===== src/hdl/vrt_pkg.sv =====
`timescale 1ns / 1ps
// ----------------------------------------------------------------------------
// vrt_pkg
// Shared constants and types for the voxel ray traversal block.
// ----------------------------------------------------------------------------
package vrt_pkg;

	localparam int WORLD_SIDE_DEF  = 64;
	localparam int CHUNK_WIDTH_DEF = 16;
	localparam int CHUNK_TALL_DEF  = 16;

	localparam int ORG_W   = 27;
	localparam int DIR_W   = 16;
	localparam int REACH_W = 24;
	localparam int TIME_W  = 41;
	localparam int CELL_W  = 13;
	localparam int QUO_W   = 31;

	localparam logic [TIME_W-1:0] T_INF = TIME_W'(64'd1 << 40);

	localparam logic OP_WRITE = 1'b0;
	localparam logic OP_CAST  = 1'b1;

	typedef logic [TIME_W-1:0] time_t;
	typedef logic signed [CELL_W-1:0] cell_t;

	typedef struct packed {
		logic rd;
		logic wr;
	} store_cmd_t;

endpackage


===== src/hdl/vrt_recip.sv =====
`timescale 1ns / 1ps
// ----------------------------------------------------------------------------
// vrt_recip
// Bit-serial restoring divider computing floor(2^30 / divisor).
// ----------------------------------------------------------------------------
module vrt_recip (
	input  logic                      clk,
	input  logic                      arst_n,
	input  logic                      start,
	input  logic [vrt_pkg::DIR_W-1:0] divisor,
	output logic                      done,
	output logic [vrt_pkg::QUO_W-1:0] quotient
);
	import vrt_pkg::*;

	logic [DIR_W:0]   rem_q;
	logic [DIR_W-1:0] div_q;
	logic [4:0]       cnt_q;
	logic             busy_q;
	logic             done_q;
	logic [QUO_W-1:0] quo_q;
	logic [DIR_W+1:0] trial;
	logic [DIR_W+1:0] diff;

	// dividend is a single one at bit 30
	assign trial = {rem_q, (cnt_q == 5'd30)};
	assign diff  = trial - (DIR_W+2)'(div_q);

	always_ff @(posedge clk or negedge arst_n) begin
		if (!arst_n) begin
			busy_q <= 1'b0;
			done_q <= 1'b0;
			cnt_q  <= '0;
		end else begin
			done_q <= 1'b0;
			if (start) begin
				busy_q <= 1'b1;
				cnt_q  <= 5'd30;
			end else if (busy_q) begin
				if (cnt_q == 5'd0) begin
					busy_q <= 1'b0;
					done_q <= 1'b1;
				end else begin
					cnt_q <= cnt_q - 5'd1;
				end
			end
		end
	end

	always_ff @(posedge clk) begin
		if (start) begin
			rem_q <= '0;
			div_q <= divisor;
			quo_q <= '0;
		end else if (busy_q) begin
			if (trial >= (DIR_W+2)'(div_q)) begin
				rem_q <= diff[DIR_W:0];
				quo_q <= {quo_q[QUO_W-2:0], 1'b1};
			end else begin
				rem_q <= trial[DIR_W:0];
				quo_q <= {quo_q[QUO_W-2:0], 1'b0};
			end
		end
	end

	assign done     = done_q;
	assign quotient = quo_q;

endmodule


===== config.mk =====
export PLATFORM = sky130hd
export DESIGN_NAME = vrt_recip
export DESIGN_NICKNAME = d
export VERILOG_FILES = /design/src/hdl/vrt_pkg.sv /design/src/hdl/vrt_recip.sv
export SDC_FILE = /design/constraint.sdc
export NUM_CORES = 1
export LEC_CHECK = 0
export ABC_AREA = 1
export BUFFER_PORTS_ARGS = -buffer_cell sky130_fd_sc_hd__buf_2
export CAP_MARGIN = 20
export CORE_UTILIZATION = 52
export DETAILED_ROUTE_END_ITERATION = 12
export PLACE_DENSITY = 0.77
export SKIP_LAST_GASP = 1
export SLEW_MARGIN = 10
export SYNTH_ARGS = -nofsm -noshare
export SYNTH_HDL_FRONTEND = slang
export SYNTH_SLANG_ARGS = --single-unit

===== constraint.sdc =====
create_clock -name clk -period 2.37 [get_ports clk]
set_input_delay 0.237 -clock clk [delete_from_list [all_inputs] [get_ports clk]]
set_output_delay 0.237 -clock clk [all_outputs]
set_load 0.05 [all_outputs]

==> results of run 1 <==
path summary, 6_finish.rpt:
path                       depth (start not counted)        to  startpoint  slack, ns
min                                                1  div_q[4]  divisor[4]       0.05
max reg2reg                                       13  rem_q[9]    cnt_q[1]       0.10
min reg2reg                                        2  rem_q[9]    rem_q[9]       0.49
max in group asynchronous                          2  cnt_q[1]      arst_n       1.97
max                                               13  rem_q[9]    cnt_q[1]       0.10
min in group asynchronous                          2  cnt_q[2]      arst_n       0.24
routing by layer:
layer / part of all wire / up-vias / track usage
met5: 0 / - / 0
met1: 0.44 / 1568 / 0.286
met3: 0.066 / 23 / 0.0688
li1: - / 1767 / -
met4: 0.022 / 0 / 0.107
met2: 0.47 / 95 / 0.402
per-stage QoR:
stage                     TNS, ns  setup slack [ns]  total power, W
final                           0             0.103         0.00413
after global routing      -0.0839           -0.0174         0.00444
after CTS                       0          0.000557         0.00393
after detailed placement        0           0.00799         0.00299
after global placement          0            0.0440         0.00296
after floorplan                 0             0.179         0.00268
cell type report:
class / instances / share of cell area
multi-input combinational: 324 / 0.403
sequential: 71 / 0.354
inverter: 112 / 0.0921
timing repair buffer: 66 / 0.0833
clock buffer: 10 / 0.0301
tap: 96 / 0.0263
clock inverter: 6 / 0.0112
critical path, cell delays in order (launching register included):
cell and delay [ns]:
sky130_fd_sc_hd__dfrtp_1 0.39, sky130_fd_sc_hd__ha_2 0.16, sky130_fd_sc_hd__nand4_1 0.12, sky130_fd_sc_hd__ha_2 0.19
sky130_fd_sc_hd__inv_2 0.04, sky130_fd_sc_hd__fa_2 0.40, sky130_fd_sc_hd__nand3_2 0.12, sky130_fd_sc_hd__nand3_4 0.11
sky130_fd_sc_hd__nand2_4 0.13, sky130_fd_sc_hd__nand3_4 0.16, sky130_fd_sc_hd__nand2_1 0.12, sky130_fd_sc_hd__nand2_1 0.08
sky130_fd_sc_hd__nand2_1 0.07, sky130_fd_sc_hd__a21oi_1 0.05
cell usage in the layout, fill, tap and decap left out, types with 2 or more instances in the layout:
cell type                    n
sky130_fd_sc_hd__a21oi_1    13
sky130_fd_sc_hd__buf_2      50
sky130_fd_sc_hd__buf_4      13
sky130_fd_sc_hd__buf_6       2
sky130_fd_sc_hd__clkbuf_8   10
sky130_fd_sc_hd__clkinv_4    2
sky130_fd_sc_hd__dfrtp_1     7
sky130_fd_sc_hd__dfxtp_1    48
sky130_fd_sc_hd__edfxtp_1   16
sky130_fd_sc_hd__ha_1       17
sky130_fd_sc_hd__ha_2        2
sky130_fd_sc_hd__inv_1     102
sky130_fd_sc_hd__inv_2       9
sky130_fd_sc_hd__inv_6       2
sky130_fd_sc_hd__nand2_1   127
sky130_fd_sc_hd__nand2_2     6
sky130_fd_sc_hd__nand2_4     2
sky130_fd_sc_hd__nand3_1    24
sky130_fd_sc_hd__nand3_2     9
sky130_fd_sc_hd__nand3_4     5
sky130_fd_sc_hd__nand4_1     8
sky130_fd_sc_hd__nor2_1     40
sky130_fd_sc_hd__nor2_2     11
sky130_fd_sc_hd__nor3_1      3
sky130_fd_sc_hd__o211ai_1    2
sky130_fd_sc_hd__o21ai_0     8
sky130_fd_sc_hd__o22ai_1    29
sky130_fd_sc_hd__xor2_1      6
state kept, by name (all words and copies together), names as in the netlist:
name,flops
div_q,16
cnt_q,5
rem_q,17
busy_q,1
quotient,31
done,1
power groups by stage:
stage / clock network (W) / logic, W / registers [W]
6_report: 0.000938 / 0.00174 / 0.00146
5_1_grt: 0.00102 / 0.00194 / 0.00147
4_1_cts: 0.000956 / 0.00152 / 0.00145
3_5_place_dp: 0 / 0.00151 / 0.00148
3_3_place_gp: 0 / 0.00148 / 0.00147
2_1_floorplan: 0 / 0.00119 / 0.00149
timing repair:
action / 4_1_cts / 5_1_grt
gates resized for setup: 0 / 24
hold buffers: 1 / 0
endpoints found under the setup margin: 0 / 18
endpoints found under the hold margin: 7 / 0
setup buffers: 0 / 6
logic make-up after synthesis:
kind of cell	count (synthesis)
AND/OR/NAND/NOR	240
XOR/XNOR	7
AO/OA/AOI/OAI	55
adder cells (fa/ha/maj)	20
buffers and inverters	125
flip-flops	71
==> results, run 1 <==
- At the end of routability-driven placement, the weighted congestion stood at 0.914.
- Data on the critical path is required at its endpoint by 2.60 ns.
- Of the total synthesized cell area, the portion taken by AND, OR, NAND and NOR gates is 0.285.
- When the netlist entered floorplanning its net count stood at 557.
- The TritonCTS clock tree is done.
- The path type of the worst min-delay path is in -> reg.
- For the pin with the worst max-slew slack, the measured transition is 0.835 ns.
- The worst hold slack is 0.0478 ns.
- The synthesized flop and latch total is 71.
- The clock insertion delay at the later pin of the skew report is 0.36 ns.
- The routed wire length per instance is 12.8 um.
- For this run, design rule violations remaining after detail routing come to 0.
- Dividing the detail-routed via count by the number of cells gives 5.04.
- The number of top-level design ports is 51.
- The total power divided by cell area is 905 nW/um2.
- The sort of element at the start of the critical path is a flip-flop.
- The most used flip-flop cell after synthesis is sky130_fd_sc_hd__dfxtp_1.
- The number of different library cells used by synthesis comes to 38.
- The first global-routing pass estimated 14,200 um of wire.
- From synthesis to final layout, the design area changed by 18.7%.
- After technology mapping, the gate count stands at 518.
- The layout cell share with drive strength beyond 1 is 0.222.
- After legalization and detailed placement, the total HPWL measured 6050 um.
- Once placement finished, the instance area stood at 4210 um2.
- The floorplan step defined a core boundary enclosing 6980 um2.
- In this run the deepest clock path goes through 2 buffers.
- The internal power summed over all cells is 0.00243 W.
- The worst setup path is of the reg -> reg kind.
- After clock tree synthesis, the clock-pin slew on the worst setup and hold paths is 0.09 ns.
- The multiplexer share of the synthesized area is 0.
- The number of sinks handled by clock tree synthesis is 71.
- The share of the synthesized area in the top cell type is 0.250.
- The number of diodes added for antenna fixing is 0.
- The die span in x is 88.0 um.
- The floorplan step defined a die boundary enclosing 7740 um2.
- By area, the combinational part of the netlist is dominated by simple AND/OR/NAND/NOR gates.
- The largest net degree at the start of global routing is 31.
- The count of nets left with antenna violations once routing finished came out at 0.
- Counting instances in the post-synthesis netlist gives the leading cell types as sky130_fd_sc_hd__nand2_1 (130), sky130_fd_sc_hd__inv_1 (104), sky130_fd_sc_hd__dfxtp_1 (48), sky130_fd_sc_hd__nor2_1 (44), sky130_fd_sc_hd__nand3_1 (31).
- The number of antenna violations at the first check in global routing is 0.
- After the last flow step, the layout net total stands at 623.
- The number of buffer cells added on primary ports is 50.
- For this run, the top clock speed supported by timing is 441 MHz.
- The final core area utilization is 0.654.
- The fraction of registers with async set or reset after synthesis is 0.0986.
- After filler insertion, the fill cell instance count of the layout stands at 628.
- The post-synthesis sequential area ratio is 0.420.
- In the post-synthesis netlist, the cell with the most instances is sky130_fd_sc_hd__nand2_1.
- The row count is 30.
- The final number of max-transition violations came to 0.
- The post-synthesis cell type with the largest combined area is sky130_fd_sc_hd__dfxtp_1.
- The count of maximum capacitance violations is 0.
- The number of enable-type register cells in the synthesized netlist is 16.
- The total global routing overflow is 0.
- The final setup skew is 0.0118 ns.
- For this run, the number of standard cells in the final layout without fillers is 685.
- The initial utilization of the core area, before any placement, comes to 0.551.
- After detailed placement, the design holds a cell count of 660.
- The multi-input combinational cells in the finished layout cover a total of 1840 um2.
- The clock tree synthesis step divided the H-tree into 3 levels.
- The sequential power share is 0.353.
- The die height is 88.0 um.
- The net switching power is 0.00170 W.
- CTS placed an instance of sky130_fd_sc_hd__clkbuf_8 at the clock tree root.
- The power share of the clock group is 0.227.
- Of the total synthesized cell area, the portion taken by full adders, half adders and majority gates is 0.0670.
- The flow ran to the end, and the final reports show no timing, DRC or antenna violations.
- The switching part of the total is 0.412.
- The area occupied by registers is 1620 um2.
- The number of vias after detailed routing is 3,453.
- STA classifies the critical path endpoint as a flip-flop.
- In this run the worst path has a maximum fanout of 9.
- The post-detailed-routing wire length is 8780 um.
- The number of design-rule violations left by the first detailed-router iteration is 182.
- The highest ir drop seen on vdd is 0.604 mV.
- The share of the synthesized netlist area taken by xor and xnor gates is 0.0159.
- The worst path arrival time is 2.50 ns.
- The complex-gate fraction of the synthesized area is 0.0840.
- The worst pin sits at a relative slew slack of 0.443.
- In this run the static leakage power is 2.32 nW.
- The post-synthesis area per instance is 7.42 um2.
- The first detailed-routing pass ran for 4 iterations.
- Summing all non-filler instances in the final layout gives an area of 4570 um2.
- The clock buffer count from CTS is 9.
- Yosys attributes the largest share of cell area to sky130_fd_sc_hd__dfxtp_1 (25%), sky130_fd_sc_hd__nand2_1 (13%), sky130_fd_sc_hd__edfxtp_1 (12%), sky130_fd_sc_hd__inv_1 (10%), sky130_fd_sc_hd__ha_1 (6.2%).
- The number of hold violations in the final report is 0.
- The area of the mapped netlist is 3840 um2.
- The shortest period the worst path allows is 2.27 ns.
- The global-route usage over all layers is 0.240.
- The total of warnings raised by yosys is 0.
- The final setup violation count is 0.
- The share of total power in combinational logic is 0.421.
- The number of global-route vias before repair is 3,258.
- The post-route clock period utilization is 0.956.
(Power assumes the default switching activity.)
==> run 2: changes to the inputs <==
==> constraint.sdc (replaced) <==
create_clock -name clk -period 2.37 [get_ports clk]
set_input_delay 0.5925 -clock clk [delete_from_list [all_inputs] [get_ports clk]]
set_output_delay 0.5925 -clock clk [all_outputs]
set_load 0.05 [all_outputs]
==> run 2 against run 1 <==
- sequential power barely moved
- die area did not move
- core utilization fell by 0.57 points
- sequential share of layout area rose by 0.31 points
- critical path type unchanged
- largest cell class unchanged
- global-route usage fell by 0.50 points
- power fell by 0.11%
==> results, run 2 (same netlist as run 1, synthesis figures left out) <==
- The number of hold violations in the final report is 0 (unchanged).
- Walking the worst path, the cells encountered are ha_1 > nand4_1 > ha_1 > inv_1 > fa_2 > nand3_4 > nand3_4 > nand2_4 > nand3_4 > nand3_1 > nand2_1 > nor2_1 > nor2_1.
- The number of top-level design ports is 51 (unchanged).
- The final antenna-violating net count came to 0 (unchanged).
- The clock buffer count from CTS is 9 (unchanged).
- The total DRC errors in the routed layout is 0 (unchanged).
- The number of buffers inserted to repair setup after CTS is 0 (unchanged).
- The final setup skew was 0.0113 ns (-0.000483 ns).
- The maximum fanout encountered on the critical timing path came to 9 (unchanged).
- The highest ir drop seen on vdd is 0.434 mV (-28%).
- The net switching power was 0.00164 W (-3.6%).
- The final setup violation count is 0 (unchanged).
- The sequential power share is 0.353 (about the same).
- The number of vias after detailed routing was 3,391 (-1.8%).
- The critical path buffer and inverter count came to 1 (unchanged).
- The largest net degree at the start of global routing is 31 (unchanged).
- The clock transition at the registers of the reported paths is 0.08 ns (about the same).
- The capturing point of the worst reg2reg path is rem_q[13].
- The final-stage net count is 617 (-0.96%).
- The shortest period the worst path allows came to 2.27 ns (-0.000771 ns).
- The total global routing overflow came to 0 (unchanged).
- The final number of max-transition violations is 0 (unchanged).
- CTS placed an instance of sky130_fd_sc_hd__clkbuf_8 at the clock tree root.
- The maximum frequency from static timing analysis is 441 MHz (about the same).
- The worst path required time is 2.61 ns (about the same).
- The final cell count without fillers is 679 (-0.88%).
- The number of design-rule violations left by the first detailed-router iteration came to 203 (+12%).
- The number of diodes added for antenna fixing is 0 (unchanged).
- The first-pass GRT wire length came to 14,000 um (-1.6%).
- The half-perimeter wire length after detailed placement was 6040 um (-0.18%).
- The number of antenna violations at the first check in global routing is 0 (unchanged).
- The kind of cell adding the most delay to the critical path is simple AND/OR/NAND/NOR gates.
- The number of global-route vias before repair is 3,243 (-0.46%).
- The number of detailed-route iterations in the first pass is 4 (unchanged).
- The routed wire length per instance is 12.3 um (-3.8%).
- The number of levels in the clock H-tree was 3 (unchanged).
- The number of sinks handled by clock tree synthesis came to 71 (unchanged).
- The total power divided by cell area is 912 nW/um2 (+0.77%).
- The endpoint kind of the worst setup timing path is a flip-flop.
- The weighted congestion reported at the end of routability-driven placement is 0.966 (+5.7%).
- The measured slew at the worst slew-check pin is 0.807 ns (-0.0280 ns).
- The internal power summed over all cells is 0.00249 W (+2.4%).
- The global-route usage over all layers is 0.235 (-0.00504).
- The initial core utilization is 0.551 (unchanged).
- The worst max-slew margin expressed relative to the limit was 0.462 (+0.0187).
- The maximum root-to-sink buffer count is 2 (unchanged).
- The TritonCTS clock tree is done.
- The clock insertion delay at the later pin of the skew report came to 0.36 ns (about the same).
- The die area is 7740 um2 (unchanged).
- The post-detailed-routing wire length was 8370 um (-4.6%).
- The largest stage delay on the critical path is 0.41 ns (about the same).
- The setup TNS came to 0 ns (unchanged).
- The worst-case register-to-register setup slack is 0.10 ns (about the same).
- The total power draw was 0.00413 W (-0.11%).
- The reg-to-reg startpoint is cnt_q[1].
- The cell total after placement is 661 (+0.15%).
- The post-route clock period utilization is 0.956 (about the same).
- The die span in x came to 88.0 um (unchanged).
- The layout cell share with drive strength beyond 1 is 0.197 (-0.0252).
- The number of vias per cell is 4.99 (-0.93%).
- Among the stages of the critical path, the cell type that occurs most often is sky130_fd_sc_hd__nand3_4.
- The count of maximum capacitance violations is 0 (unchanged).
- Leaving out fill and tap cells, the most frequent cell in the layout is sky130_fd_sc_hd__nand2_1.
- The pre-CTS worst setup slack came to 0.0742 ns (+0.0662 ns).
- The row count was 30 (unchanged).
- The worst hold slack came to 0.0585 ns (+0.0107 ns).
- The path type of the worst min-delay path is in -> async.
- The number of buffer cells added on primary ports was 50 (unchanged).
- The kind of critical path is reg -> reg.
- The number of cell instances on the worst register-to-register path is 13 (unchanged).
- The share of total power in combinational logic is 0.400 (-0.021).
- The number of fill cells in the layout is 606 (-3.5%).
- The die height is 88.0 um (unchanged).
- The run finished with clean final reports.
- The worst path arrival time is 2.50 ns (about the same).
- The worst-case setup margin in the final layout is 0.104 ns (+0.000771 ns).
- The reported leakage power is 2.32 nW (-0.26%).
- The flip-flop count of the largest register after layout is 31 (unchanged).
- The standard cell core area is 6980 um2 (unchanged).
- The power share of the clock group is 0.248 (+0.021).
- Leaving out fill and tap cells, the most frequent cells in the layout are sky130_fd_sc_hd__nand2_1 (129), sky130_fd_sc_hd__inv_1 (104), sky130_fd_sc_hd__buf_2 (50).
- On the critical path, the stage with the largest delay is an instance of sky130_fd_sc_hd__dfrtp_1.
- The area growth from synthesis to layout is 17.7%.
- The switching part of the total was 0.398 (-0.0145).
- Setup repair after global routing could not meet its margin everywhere.
- STA classifies the critical path startpoint as a flip-flop.
run 2: cell types whose count changed in the layout (fill, tap and decap cells not counted), sizes merged:
cell / change
buf: -5
clkbuf: +1
clkinv: -2
dlygate4sd3: -1
inv: +1
run 2: worst max-delay path by stage:
stage / from / endpoint / slack [ns] / cells after the start
after global routing: cnt_q[1] / rem_q[7] / -0.06 / 13
after floorplan: cnt_q[0] / rem_q[6] / 0.18 / 15
after CTS: cnt_q[1] / rem_q[13] / 0.06 / 13
final: cnt_q[1] / rem_q[13] / 0.10 / 13
after detailed placement: cnt_q[1] / rem_q[8] / 0.07 / 14
after global placement: cnt_q[1] / rem_q[8] / 0.07 / 14
run 2: worst reg2reg max path: cells and delay by family, from the launching register on:
family                     cells  cell delay (ns)
adders and majority gates      3             0.72
buffers and inverters          1             0.06
and+or+nand+nor                9             0.96
DFF                            1             0.41
run 2: per-stage QoR:
step	area [um2]	util
after global routing	4530	0.648
after detailed placement	4220	0.604
after CTS	4430	0.635
after floorplan	3840	-
final	4530	0.648
after global placement	4220	0.604
run 2: cell type report:
type,instances,area [um2],area share
Timing Repair Buffer,60,329,0.0727
Inverter,112,420,0.0929
Multi-Input combinational cell,324,1820,0.403
Clock buffer,11,174,0.0384
Clock inverter,5,41.3,0.00912
Tap cell,96,120,0.0265
Sequential cell,71,1620,0.357
run 2: power groups by stage:
| stage | clock [W] | sequential (W) | combinational [W] |
|---|---|---|---|
| floorplan | 0 | 0.00149 | 0.00119 |
| global route | 0.00109 | 0.00147 | 0.00187 |
| finish | 0.00102 | 0.00146 | 0.00165 |
| global placement | 0 | 0.00148 | 0.00150 |
| CTS | 0.00104 | 0.00145 | 0.00153 |
| detailed placement | 0 | 0.00148 | 0.00152 |
run 2: per-layer routing:
layer  share of wire  track usage  up-vias
met4           0.017       0.0999        0
met3           0.058       0.0500       13
li1                -            -     1758
met1            0.45        0.289     1530
met2            0.47        0.398       90
met5               0            0        -
run 2: what timing repair did:
| action | CTS | global route |
|---|---|---|
| gates resized for setup | 0 | 14 |
| setup endpoints to repair | 0 | 17 |
| hold buffers | 0 | 0 |
==> run 3: changes to the inputs <==
--- a/config.mk
+++ b/config.mk
@@ -6,11 +6,12 @@
 export NUM_CORES = 1
 export LEC_CHECK = 0
 export ABC_AREA = 1
-export BUFFER_PORTS_ARGS = -buffer_cell sky130_fd_sc_hd__buf_2
 export CAP_MARGIN = 20
 export CORE_UTILIZATION = 52
+export CTS_BUF_LIST = sky130_fd_sc_hd__clkbuf_4 sky130_fd_sc_hd__clkbuf_8
 export DETAILED_ROUTE_END_ITERATION = 12
-export PLACE_DENSITY = 0.77
+export DONT_BUFFER_PORTS = 1
+export PLACE_DENSITY = 0.71
 export SKIP_LAST_GASP = 1
 export SLEW_MARGIN = 10
 export SYNTH_ARGS = -nofsm -noshare
==> run 3 against run 2 <==
- design area fell by 3.6%
- routed wire length is 3.6% higher
- critical path depth down 1
- fmax fell by 1.5%
- largest power group unchanged
- critical path type unchanged
- clock skew increased by 0.0015 ns
- critical endpoint is now rem_q[12]
- largest cell class unchanged
- sequential share of layout area is 1.3 points higher
- worst setup slack lost 0.034 ns
- die area unchanged
- via count shrank 2.4%
==> results, run 3 (same netlist as run 1, synthesis figures left out) <==
- The power share of the clock group was 0.280 (+0.032).
- The number of top-level design ports is 51 (unchanged).
- The final setup skew is 0.0128 ns (+0.00146 ns).
- The global-route usage over all layers was 0.234 (-0.00109).
- The clock insertion delay at the later pin of the skew report is 0.35 ns (about the same).
- The worst setup path is captured at a flip-flop.
- The weighted congestion reported at the end of routability-driven placement is 0.873 (-9.6%).
- The clock buffer count from CTS came to 9 (unchanged).
- The number of vias per cell is 5.21 (+4.3%).
- The number of diodes added for antenna fixing is 0 (unchanged).
- The critical path buffer and inverter count was 1 (unchanged).
- The measured slew at the worst slew-check pin came to 0.805 ns (-0.00234 ns).
- The flow ran to the end, and the final reports show no timing, DRC or antenna violations.
- The maximum frequency from static timing analysis is 435 MHz (-1.5%).
- The die area was 7740 um2 (unchanged).
- The library cell appearing most often on the critical path is sky130_fd_sc_hd__nor2_1.
- The count of maximum capacitance violations was 0 (unchanged).
- The cell sitting at the root of the clock tree is a sky130_fd_sc_hd__clkbuf_8.
- The number of hold violations in the final report is 0 (unchanged).
- Walking the worst path, the cells encountered are ha_2 > nand4_1 > ha_2 > inv_2 > fa_2 > nand3_2 > nand3_4 > a21oi_4 > nand3_4 > nor2_1 > nor2_1 > nor2_1.
- The number of design-rule violations left by the first detailed-router iteration is 162 (-20%).
- The flip-flop count of the largest register after layout is 31 (unchanged).
- The worst-case register-to-register setup slack came to 0.07 ns (-0.03 ns).
- The internal power summed over all cells is 0.00266 W (+7.0%).
- On the critical path, the stage with the largest delay is an instance of sky130_fd_sc_hd__fa_2.
- The total global routing overflow is 0 (unchanged).
- The kind of critical path is reg -> reg.
- The number of detailed-route iterations in the first pass was 4 (unchanged).
- The shortest period the worst path allows is 2.30 ns (+0.0344 ns).
- The final antenna-violating net count was 0 (unchanged).
- TritonCTS built the clock tree.
- The depth of the worst hold-timing path is 1.
- The largest net degree at the start of global routing is 36 (+16%).
- The share of total power in combinational logic came to 0.374 (-0.026).
- The standard cell core area is 6980 um2 (unchanged).
- STA classifies the critical path startpoint as a flip-flop.
- The total power draw came to 0.00433 W (+4.8%).
- The area occupied by registers was 1620 um2 (unchanged).
- In this run the critical register-to-register path is captured at rem_q[12].
- The number of buffer cells added on primary ports is 0 (-100%).
- The reported leakage power came to 2.10 nW (-9.5%).
- The worst path arrival time is 2.58 ns (+0.08 ns).
- The number of global-route vias before repair is 3,181 (-1.9%).
- The sequential power share is 0.345 (-0.008).
- The routed wire length per instance came to 13.7 um (+11%).
- The number of levels in the clock H-tree was 3 (unchanged).
- The maximum fanout encountered on the critical timing path is 6 (-3).
- The switching part of the total is 0.385 (-0.0126).
- The source of the worst hold timing path is start.
- In this design, the largest share of critical-path delay is due to simple AND/OR/NAND/NOR gates.
- The layout cell share with drive strength beyond 1 is 0.134 (-0.0637).
- The die span in x is 88.0 um (unchanged).
- The worst max-slew margin expressed relative to the limit is 0.463 (+0.00156).
- The clock transition at the registers of the reported paths is 0.09 ns (about the same).
- The area of the multi-input gates is 1830 um2 (+0.55%).
- The initial core utilization is 0.551 (unchanged).
- The reg-to-reg startpoint is cnt_q[1].
- The post-detailed-routing wire length came to 8670 um (+3.6%).
- The number of cell instances on the worst register-to-register path was 12 (-1).
- The worst path required time came to 2.65 ns (+0.04 ns).
- The path with the worst hold slack has its endpoint at rem_q[8].
- The library cell used most frequently in the layout, excluding fill and tap cells, is sky130_fd_sc_hd__nand2_1.
- The half-perimeter wire length after detailed placement is 5950 um (-1.5%).
- The final number of max-transition violations came to 0 (unchanged).
- The number of antenna violations at the first check in global routing was 0 (unchanged).
- The total power divided by cell area was 992 nW/um2 (+8.7%).
- The number of fill cells in the layout is 627 (+3.5%).
- The first-pass GRT wire length is 13,900 um (-0.74%).
- The top cell types in the final layout, fill and taps aside, are sky130_fd_sc_hd__nand2_1 (128), sky130_fd_sc_hd__inv_1 (102), sky130_fd_sc_hd__dfxtp_1 (48).
- The row count was 30 (unchanged).
- The final setup violation count is 0 (unchanged).
- The tightest min-delay check is of the in -> reg type.
- The largest stage delay on the critical path is 0.40 ns (about the same).
- The post-route clock period utilization is 0.971 (+0.0145).
- The die height came to 88.0 um (unchanged).
- The total DRC errors in the routed layout was 0 (unchanged).
- The number of vias after detailed routing is 3,309 (-2.4%).
- The area growth from synthesis to layout is 13.4%.
- The highest ir drop seen on vdd is 0.535 mV (+23%).
- Setup repair after global routing could not meet its margin everywhere.
- The number of sinks handled by clock tree synthesis was 71 (unchanged).
- The maximum root-to-sink buffer count is 2 (unchanged).
- The setup TNS is 0 ns (unchanged).
- The net switching power is 0.00167 W (+1.5%).
- The final-stage net count was 573 (-7.1%).
-- run 3: changes by cell type in the layout (fill, tap and decap cells not counted), moves of 2 or more --
cell / before / now
sky130_fd_sc_hd__buf_2: 50 / 0
sky130_fd_sc_hd__bufinv_16: 0 / 3
sky130_fd_sc_hd__ha_2: 0 / 2
sky130_fd_sc_hd__buf_4: 9 / 13
sky130_fd_sc_hd__inv_1: 104 / 102
sky130_fd_sc_hd__inv_4: 2 / 0
sky130_fd_sc_hd__inv_2: 7 / 9
sky130_fd_sc_hd__clkbuf_16: 2 / 0
sky130_fd_sc_hd__ha_1: 19 / 17
-- run 3: metal layers --
metal  routed length [um]  GRT usage
met5                    0          0
met1                 3740      0.276
met4                  132     0.0671
met2                 4200      0.402
met3                  599     0.0801
-- run 3: metrics by stage --
stage / cell area [um2] / util / hold slack [ns] / std cells / worst slack (ns)
floorplan: 3840 / - / 0.297 / 518 / 0.179
global placement: 3950 / 0.566 / 0.297 / 609 / 0.0163
detailed placement: 3950 / 0.566 / 0.297 / 609 / -0.135
CTS: 4220 / 0.605 / 0.285 / 626 / -0.0281
global route: 4360 / 0.625 / 0.289 / 635 / -0.0808
finish: 4360 / 0.625 / 0.309 / 635 / 0.0697
-- run 3: power groups by stage --
stage          sequential (W)  combinational, W  clock [W]
3_5_place_dp          0.00152           0.00144          0
2_1_floorplan         0.00149           0.00119          0
5_1_grt               0.00151           0.00182    0.00128
3_3_place_gp          0.00151           0.00140          0
6_report              0.00149           0.00162    0.00121
4_1_cts               0.00149           0.00147    0.00123
-- run 3: what timing repair did --
action / in CTS / in global routing
buffers inserted: 0 / 6
pin swaps: 1 / 7
hold buffers: 1 / 0
gates cloned: 0 / 3
setup endpoints to repair: 12 / 18
hold endpoints to repair: 7 / 0
resized for setup: 1 / 15
-- run 3: final cells by class --
| class | count | area share |
|---|---|---|
| inverters | 112 | 0.0964 |
| clock inverters | 7 | 0.0290 |
| flip-flops and latches | 71 | 0.371 |
| well taps | 96 | 0.0275 |
| repair buffers | 15 | 0.0275 |
| multi-input cells | 325 | 0.421 |
| clock buffers | 9 | 0.0284 |
-- run 3: worst max path at each step --
stage / endpoint / cells past startpoint / from
6_report: rem_q[12] / 12 / cnt_q[1]
5_1_grt: rem_q[12] / 13 / cnt_q[0]
2_1_floorplan: rem_q[6] / 15 / cnt_q[0]
3_5_place_dp: rem_q[12] / 12 / cnt_q[1]
4_1_cts: rem_q[12] / 12 / cnt_q[1]
3_3_place_gp: rem_q[8] / 12 / cnt_q[1]
